$ cat config.mk
export PLATFORM = sky130hd
export DESIGN_NAME = met_ctrl
export DESIGN_NICKNAME = d
export VERILOG_FILES = /design/src/design/met_pkg.sv /design/src/design/met_ctrl.sv
export SDC_FILE = /design/constraint.sdc
export NUM_CORES = 1
export LEC_CHECK = 0
export BUFFER_PORTS_ARGS = -buffer_cell sky130_fd_sc_hd__buf_4
export CAP_MARGIN = 20
export CORE_AREA = 2 2 39 41
export DETAILED_ROUTE_END_ITERATION = 7
export DIE_AREA = 0 0 41 43
export GPL_TIMING_DRIVEN = 1
export PLACE_DENSITY_LB_ADDON = 0.05
export SLEW_MARGIN = 25
export SYNTH_ARGS = -nofsm -noshare
export SYNTH_HDL_FRONTEND = slang
export SYNTH_SLANG_ARGS = --single-unit
$ cat constraint.sdc
create_clock -name clk -period 3.2 [get_ports clk]
set_clock_uncertainty 0.05 [all_clocks]
set_input_delay 0.48 -clock clk [delete_from_list [all_inputs] [get_ports clk]]
set_output_delay 0.48 -clock clk [all_outputs]
set_load 0.05 [all_outputs]
$ cat src/design/met_pkg.sv
package met_pkg;

	// field widths
	localparam int COORD_W = 10;
	localparam int INDEX_W = 19;
	localparam int COUNT_W = 8;
	localparam int BLUE_W  = 8;
	localparam int Q_W     = 32;
	localparam int FRAC_W  = 28;

	// config port
	localparam int CFG_IDX_W = 4;
	localparam logic [CFG_IDX_W-1:0] REG_REAL_MIN = 4'd0;
	localparam logic [CFG_IDX_W-1:0] REG_REAL_MAX = 4'd1;
	localparam logic [CFG_IDX_W-1:0] REG_IMAG_MIN = 4'd2;
	localparam logic [CFG_IDX_W-1:0] REG_IMAG_MAX = 4'd3;

	localparam logic [Q_W-1:0] REAL_MIN_RST = 32'hE000_0000; // -2.0
	localparam logic [Q_W-1:0] REAL_MAX_RST = 32'h1000_0000; //  1.0
	localparam logic [Q_W-1:0] IMAG_MIN_RST = 32'hE800_0000; // -1.5
	localparam logic [Q_W-1:0] IMAG_MAX_RST = 32'h1800_0000; //  1.5

	// coordinate * delta: 11b signed x 33b signed, magnitude below 2^42
	localparam int PROD_W = 44;
	localparam int MAG_W  = 42;

	// divide by size-1: reciprocal multiply, one 32x32 partial product a cycle
	localparam int DIV_STEPS = 4;

	// |z|^2 escape bound, 4.0 in Q8.56
	localparam logic [63:0] ESC_LIMIT = 64'h0400_0000_0000_0000;

	localparam logic [15:0] BLUE_BASE = 16'd20;
	localparam logic [15:0] BLUE_STEP = 16'd5;
	localparam logic [15:0] CH_MAX    = 16'd255;

	typedef struct packed {
		logic capture;    // latch coordinates
		logic z_clear;    // z = 0, iteration count = 0
		logic div_load;   // load divider with coord*delta
		logic div_axis;   // 0 real, 1 imaginary
		logic div_step;   // accumulate one partial product
		logic c_store_re;
		logic c_store_im;
		logic mul;        // register zr*zr, zi*zi, zr*zi
		logic update;     // new z from products
		logic out_load;   // fill output register
	} met_cmd_t;

	typedef struct packed {
		logic mag_over;   // |z|^2 > 4 on current products
		logic iter_max;   // iteration limit reached
	} met_sts_t;

endpackage

$ cat src/design/met_ctrl.sv
module met_ctrl (
	input  logic               clk,
	input  logic               arst_n,
	input  logic               in_valid,
	output logic               in_ready,
	output logic               out_valid,
	input  logic               out_ready,
	input  met_pkg::met_sts_t  sts,
	output met_pkg::met_cmd_t  cmd
);
	import met_pkg::*;

	typedef enum logic [2:0] {
		S_IDLE,
		S_LOAD_RE,
		S_DIV_RE,
		S_LOAD_IM,
		S_DIV_IM,
		S_MUL,
		S_EVAL,
		S_FIN
	} state_t;

	localparam int STEP_W = $clog2(DIV_STEPS);
	localparam logic [STEP_W-1:0] STEP_LAST = STEP_W'(DIV_STEPS - 1);

	state_t            state_q;
	logic [STEP_W-1:0] step_q;
	logic              out_valid_q;

	assign in_ready  = (state_q == S_IDLE);
	assign out_valid = out_valid_q;

	always_comb begin
		cmd = '0;
		unique case (state_q)
			S_IDLE:    cmd.capture = in_valid;
			S_LOAD_RE: begin
				cmd.z_clear  = 1'b1;
				cmd.div_load = 1'b1;
				cmd.div_axis = 1'b0;
			end
			S_DIV_RE:  cmd.div_step = 1'b1;
			S_LOAD_IM: begin
				cmd.c_store_re = 1'b1;
				cmd.div_load   = 1'b1;
				cmd.div_axis   = 1'b1;
			end
			S_DIV_IM:  cmd.div_step = 1'b1;
			S_MUL: begin
				// divider holds the imaginary quotient throughout, re-latch is harmless
				cmd.c_store_im = 1'b1;
				cmd.mul        = 1'b1;
			end
			S_EVAL:    cmd.update = !sts.mag_over && !sts.iter_max;
			S_FIN:     cmd.out_load = !out_valid_q || out_ready;
			default:   cmd = '0;
		endcase
	end

	always_ff @(posedge clk or negedge arst_n) begin
		if (!arst_n) begin
			state_q     <= S_IDLE;
			step_q      <= '0;
			out_valid_q <= 1'b0;
		end else begin
			if (cmd.out_load)
				out_valid_q <= 1'b1;
			else if (out_ready)
				out_valid_q <= 1'b0;

			unique case (state_q)
				S_IDLE: begin
					if (in_valid)
						state_q <= S_LOAD_RE;
				end
				S_LOAD_RE: begin
					step_q  <= '0;
					state_q <= S_DIV_RE;
				end
				S_DIV_RE: begin
					step_q <= step_q + 1'b1;
					if (step_q == STEP_LAST)
						state_q <= S_LOAD_IM;
				end
				S_LOAD_IM: begin
					step_q  <= '0;
					state_q <= S_DIV_IM;
				end
				S_DIV_IM: begin
					step_q <= step_q + 1'b1;
					if (step_q == STEP_LAST)
						state_q <= S_MUL;
				end
				S_MUL:  state_q <= S_EVAL;
				S_EVAL: begin
					if (sts.mag_over || sts.iter_max)
						state_q <= S_FIN;
					else
						state_q <= S_MUL;
				end
				S_FIN: begin
					if (cmd.out_load)
						state_q <= S_IDLE;
				end
				default: state_q <= S_IDLE;
			endcase
		end
	end

`ifndef SYNTHESIS
	a_capture_starts: assert property (@(posedge clk) disable iff (!arst_n)
		(in_valid && in_ready) |=> (state_q == S_LOAD_RE) && !in_ready)
		else $error("capture did not start mapping");

	a_div_full_length: assert property (@(posedge clk) disable iff (!arst_n)
		(state_q == S_LOAD_IM) |-> ($past(state_q) == S_DIV_RE) && ($past(step_q) == STEP_LAST))
		else $error("real divide cut short");

	a_result_kept: assert property (@(posedge clk) disable iff (!arst_n)
		(state_q == S_FIN && out_valid_q && !out_ready) |=> (state_q == S_FIN))
		else $error("finished result left while output full");

	a_load_sets_valid: assert property (@(posedge clk) disable iff (!arst_n)
		cmd.out_load |=> out_valid_q && (state_q == S_IDLE))
		else $error("output load lost");
`endif

endmodule

Word level (Yosys, flattened, before mapping)

Index checks and enable logic that the tools add are counted.

Add/subtract/negate cells: 1
Equal/unequal tests: 12
Mux-type cells: 17
Reductions and logical operators: 12

Operators by type and width:

| operator            | number |
|---|---|
| $pmux 3 s8          | 1 |
| $eq 3x3->1 const B  | 4 |
| $mux 3              | 4 |
| $mux 1              | 8 |
| $ne 2x2->1 const B  | 4 |
| $pmux 2 s2          | 2 |
| $eq 3x2->1 const B  | 2 |
| $mux 2              | 2 |
| $reduce_and 4->1    | 1 |
| $reduce_bool 2->1   | 2 |
| $reduce_or 2->1     | 2 |
| $eq 3x1->1 const B  | 1 |
| $logic_not 1->1     | 3 |
| $logic_not 3->1     | 1 |
| $add 2x1->2 const B | 1 |
| $eq 2x2->1 const B  | 1 |
| $logic_or 1x1->1    | 2 |
| $logic_and 1x1->1   | 1 |

Bits in registers: 6
Input port bits: 6
Output and inout port bits: 12
Logic and storage cells: 45

Logic depth before layout (Yosys ltp)

Word-level depth: 5
Depth in mapped cells: 5

Worst setup path before layout

Ideal clock, no wire load.

Kind: register to output
Start point: reg state_q[2]
End point: out cmd[9] in the netlist's numbering
Data arrival time: 2.191 ns
Path slack: 0.479 ns
Cell stages (with the launch flop): 4
Path buffers: 1
Cell sequence: dfrtp_1 -> buf_4 -> nor3_1 -> and2_1

RTL lines:

| element                | RTL line       | RTL |
|---|---|---|
| start, declared        | met_ctrl.sv:27 | `state_t state_q;` |
| start signal, assigned | met_ctrl.sv:63 | `state_q <= S_IDLE;` |
| start signal, assigned | met_ctrl.sv:75 | `state_q <= S_LOAD_RE;` |
| start signal, assigned | met_ctrl.sv:79 | `state_q <= S_DIV_RE;` |
| end, declared          | met_ctrl.sv:9  | `output met_pkg::met_cmd_t cmd` |

==> reports/metrics.csv <==
metric,value,unit
status,completed,
ANT nets after route,0,
largest net degree at the start of global routing,19,
post-cts hold buffer count,1,
share of the synthesized area in the top cell type,35.19,%
kind of critical path,reg2out,
CP Max Fanout,18,
r2r setup slk,1.74,ns
CTS max path bufs,2,
die height,43,um
grt ovf,0,
GRT Overall Usage,12.15,%
Post-CTS Setup Inserts,0,
worst setup slack after layout,1.186,ns
xor and xnor area share after synthesis,4.106,%
# Max-Cap Violations,0,
# clock sinks,6,
Final GP Congestion,0.6258,
critical path endpoint,cmd[9],
Post-CTS Resized,0,
core area,1384,um2
Yosys warning count,0,
ANT cells,0,
post-synthesis compound-gate area fraction,16.42,%
H-tree depth,1,
initial antenna violation count,0,
crit share post-route,62.95,%
fraction of layout cells with a size suffix above 1,30.77,%
total CTS buffers,3,
critical-path cell list,nor3_1 -> and2_1 -> buf_4,
WP data arrival,1.48,ns
Synth Register Bits,6,
synth top area cells,"dfrtp_1, nor2_1, buf_4",
Synth area leader,dfrtp_1,
Post-Synth Simple-Gate Area,26.69,%
crit path launch type,flop,
DRT iter0 DRCs,4,
Mapped Cells,50,
final setup fails,0,
Worst Setup SP,state_q[2]$_DFFE_PN0P_,
Post-Syn Nets,57,
CP Data Required Time,2.67,ns
Clock Latency Late Sink,0.24,ns
Pre-antenna DRT Iters,3,
main combinational cell family by area after synthesis,simple AND/OR/NAND/NOR gates,
Syn Std Cell Area,426.7,um2
RSZ-0062 raised after global routing,no,
I/O Buffers,17,
hold crit path type,in2reg,
# DRC,0,
Mean Syn Cell Area,8.533,um2
final worst path period need,2.014,ns
Final Max Slew Viols,0,
Slew Limit Headroom,64.14,%
vias per cell,4.864,
Final TNS setup,0,ns
io pins,18,
Initial Util,30.83,%
Fin. Hold Viols,0,
WL/cell,10.46,um
Max Clk Rate,0.4964,GHz
vias in the first global route,337,
register area share after synthesis,35.19,%
nets,74,
distinct cell type count of the synthesized netlist,26,
pre-CTS setup slack,1.433,ns
Die Wd,41,um
Slew @ Worst Pin,0.5379,ns
buffers and inverters on the worst path,1,
Filler cells,152,
Critical R2R Launch,state_q[2]$_DFFE_PN0P_,
DP HPWL,633.2,um
worst flop-to-flop path endpoint,state_q[0]$_DFFE_PN0P_,
CP top delay family,flip-flops,
multiplexer share of the synthesized area,4.692,%
full die area,1763,um2
first-pass GRT wire length,1393,um
Synth Area in Adders,2.933,%
crit end category,output pin,
Crit-path slowest cell,dfrtp_1,
WL final,847,um
"Clk pin slew, worst setup/hold paths",0.04,ns
"Largest stage delay, worst path",0.57,ns
Synth-to-Final Area Change,32.26,%
cell row count,14,
root buf cell,clkbuf_4,
worst-case reg-to-reg path depth,3,
Worst path depth,3,
via count,394,
CTS tree,built,
==> worst min path at each step <==
stage               from                endpoint  cells after the start
2_1_floorplan     arst_n   out_valid$_DFFE_PN0P_                      0
3_3_place_gp      arst_n   out_valid$_DFFE_PN0P_                      1
3_5_place_dp      arst_n  state_q[0]$_DFFE_PN0P_                      1
4_1_cts        out_ready   out_valid$_DFFE_PN0P_                      3
5_1_grt        out_ready   out_valid$_DFFE_PN0P_                      3
6_report       out_ready   out_valid$_DFFE_PN0P_                      3
==> worst reg2reg max path, cell delays in order, from the launching register on <==
cell      delay, ns
dfrtp_1        0.67
nor2_1         0.12
a221oi_1       0.33
o22ai_1        0.14
==> flip-flops by register name (all words and copies together), names as in the netlist <==
register   cells
state_q        3
step_q         2
out_valid      1
==> metal layers <==
| metal | GRT usage, % | vias to the layer above | wire [um] |
|---|---|---|---|
| li1 | - | 205 | - |
| met1 | 13.86 | 183 | 365 |
| met2 | 17.81 | 6 | 458 |
| met3 | 4.712 | 0 | 22 |
| met4 | 8.000 | 0 | 0 |
| met5 | 0 | - | 0 |
==> logic make-up after synthesis <==
| family | count (synthesis) |
|---|---|
| and+or+nand+nor | 22 |
| AOI/OAI and AO/OA | 11 |
| buffers and inverters | 6 |
| DFF | 6 |
| xor gates and xnor gates | 2 |
| muxes | 2 |
| adders and majority gates | 1 |
==> cell type report <==
| type | instances | area, um2 | area share (%) |
|---|---|---|---|
| sequential | 6 | 150.1 | 26.61 |
| clock buffer | 3 | 22.52 | 3.991 |
| tap | 16 | 20.02 | 3.548 |
| timing repair buffer | 18 | 137.6 | 24.39 |
| multi-input combinational | 38 | 234.0 | 41.46 |
==> cell usage in the layout, fill, tap and decap left out, drive strengths merged <==
master | Yosys | final
buf | 5 | 17
o211ai | 2 | 2
dfrtp | 6 | 6
nand2 | 3 | 3
clkbuf | 1 | 3
nor2b | 2 | 2
nand3b | 1 | 1
and2 | 2 | 2
or3b | 1 | 1
nor2 | 8 | 8
a221oi | 1 | 1
o21ai | 2 | 2
nand3 | 1 | 1
nand2b | 1 | 1
xnor2 | 1 | 1
nor3 | 1 | 1
ha | 1 | 1
nor4 | 1 | 1
a21oi | 3 | 3
o21a | 2 | 2
mux2i | 2 | 2
dlygate4sd3 | 0 | 1
o22ai | 1 | 1
xor2 | 1 | 1
and3b | 1 | 1
==> synth_stat cells <==
| library cell | number |
|---|---|
| nor2_1 | 8 |
| dfrtp_1 | 6 |
| a21oi_1 | 3 |
| buf_4 | 3 |
| nand2_1 | 3 |
| and2_1 | 2 |
| mux2i_1 | 2 |
| nor2b_1 | 2 |
| o211ai_1 | 2 |
| o21a_1 | 2 |
| o21ai_0 | 2 |
| a221oi_1 | 1 |
| and3b_1 | 1 |
| buf_2 | 1 |
| buf_6 | 1 |
| clkbuf_1 | 1 |
| ha_1 | 1 |
| nand2b_1 | 1 |
| nand3_1 | 1 |
| nand3b_1 | 1 |
| nor3_1 | 1 |
| nor4_1 | 1 |
| o22ai_1 | 1 |
| or3b_1 | 1 |
| xnor2_1 | 1 |
| xor2_1 | 1 |
==> stage by stage <==
| step | instances | instance area [um2] | hold WS [ns] | utilization, % |
|---|---|---|---|---|
| finish | 81 | 564.3 | 0.4877 | 40.78 |
| global route | 81 | 564.3 | 0.5094 | 40.78 |
| CTS | 81 | 564.3 | 0.4790 | 40.78 |
| detailed placement | 77 | 531.8 | 0.2397 | 38.43 |
| global placement | 77 | 531.8 | 0.2389 | 38.43 |
| floorplan | 50 | 426.7 | 0.1344 | - |
Power is not shown: default switching activity piles up to over one toggle a cycle in this logic, so the estimate is an artifact.
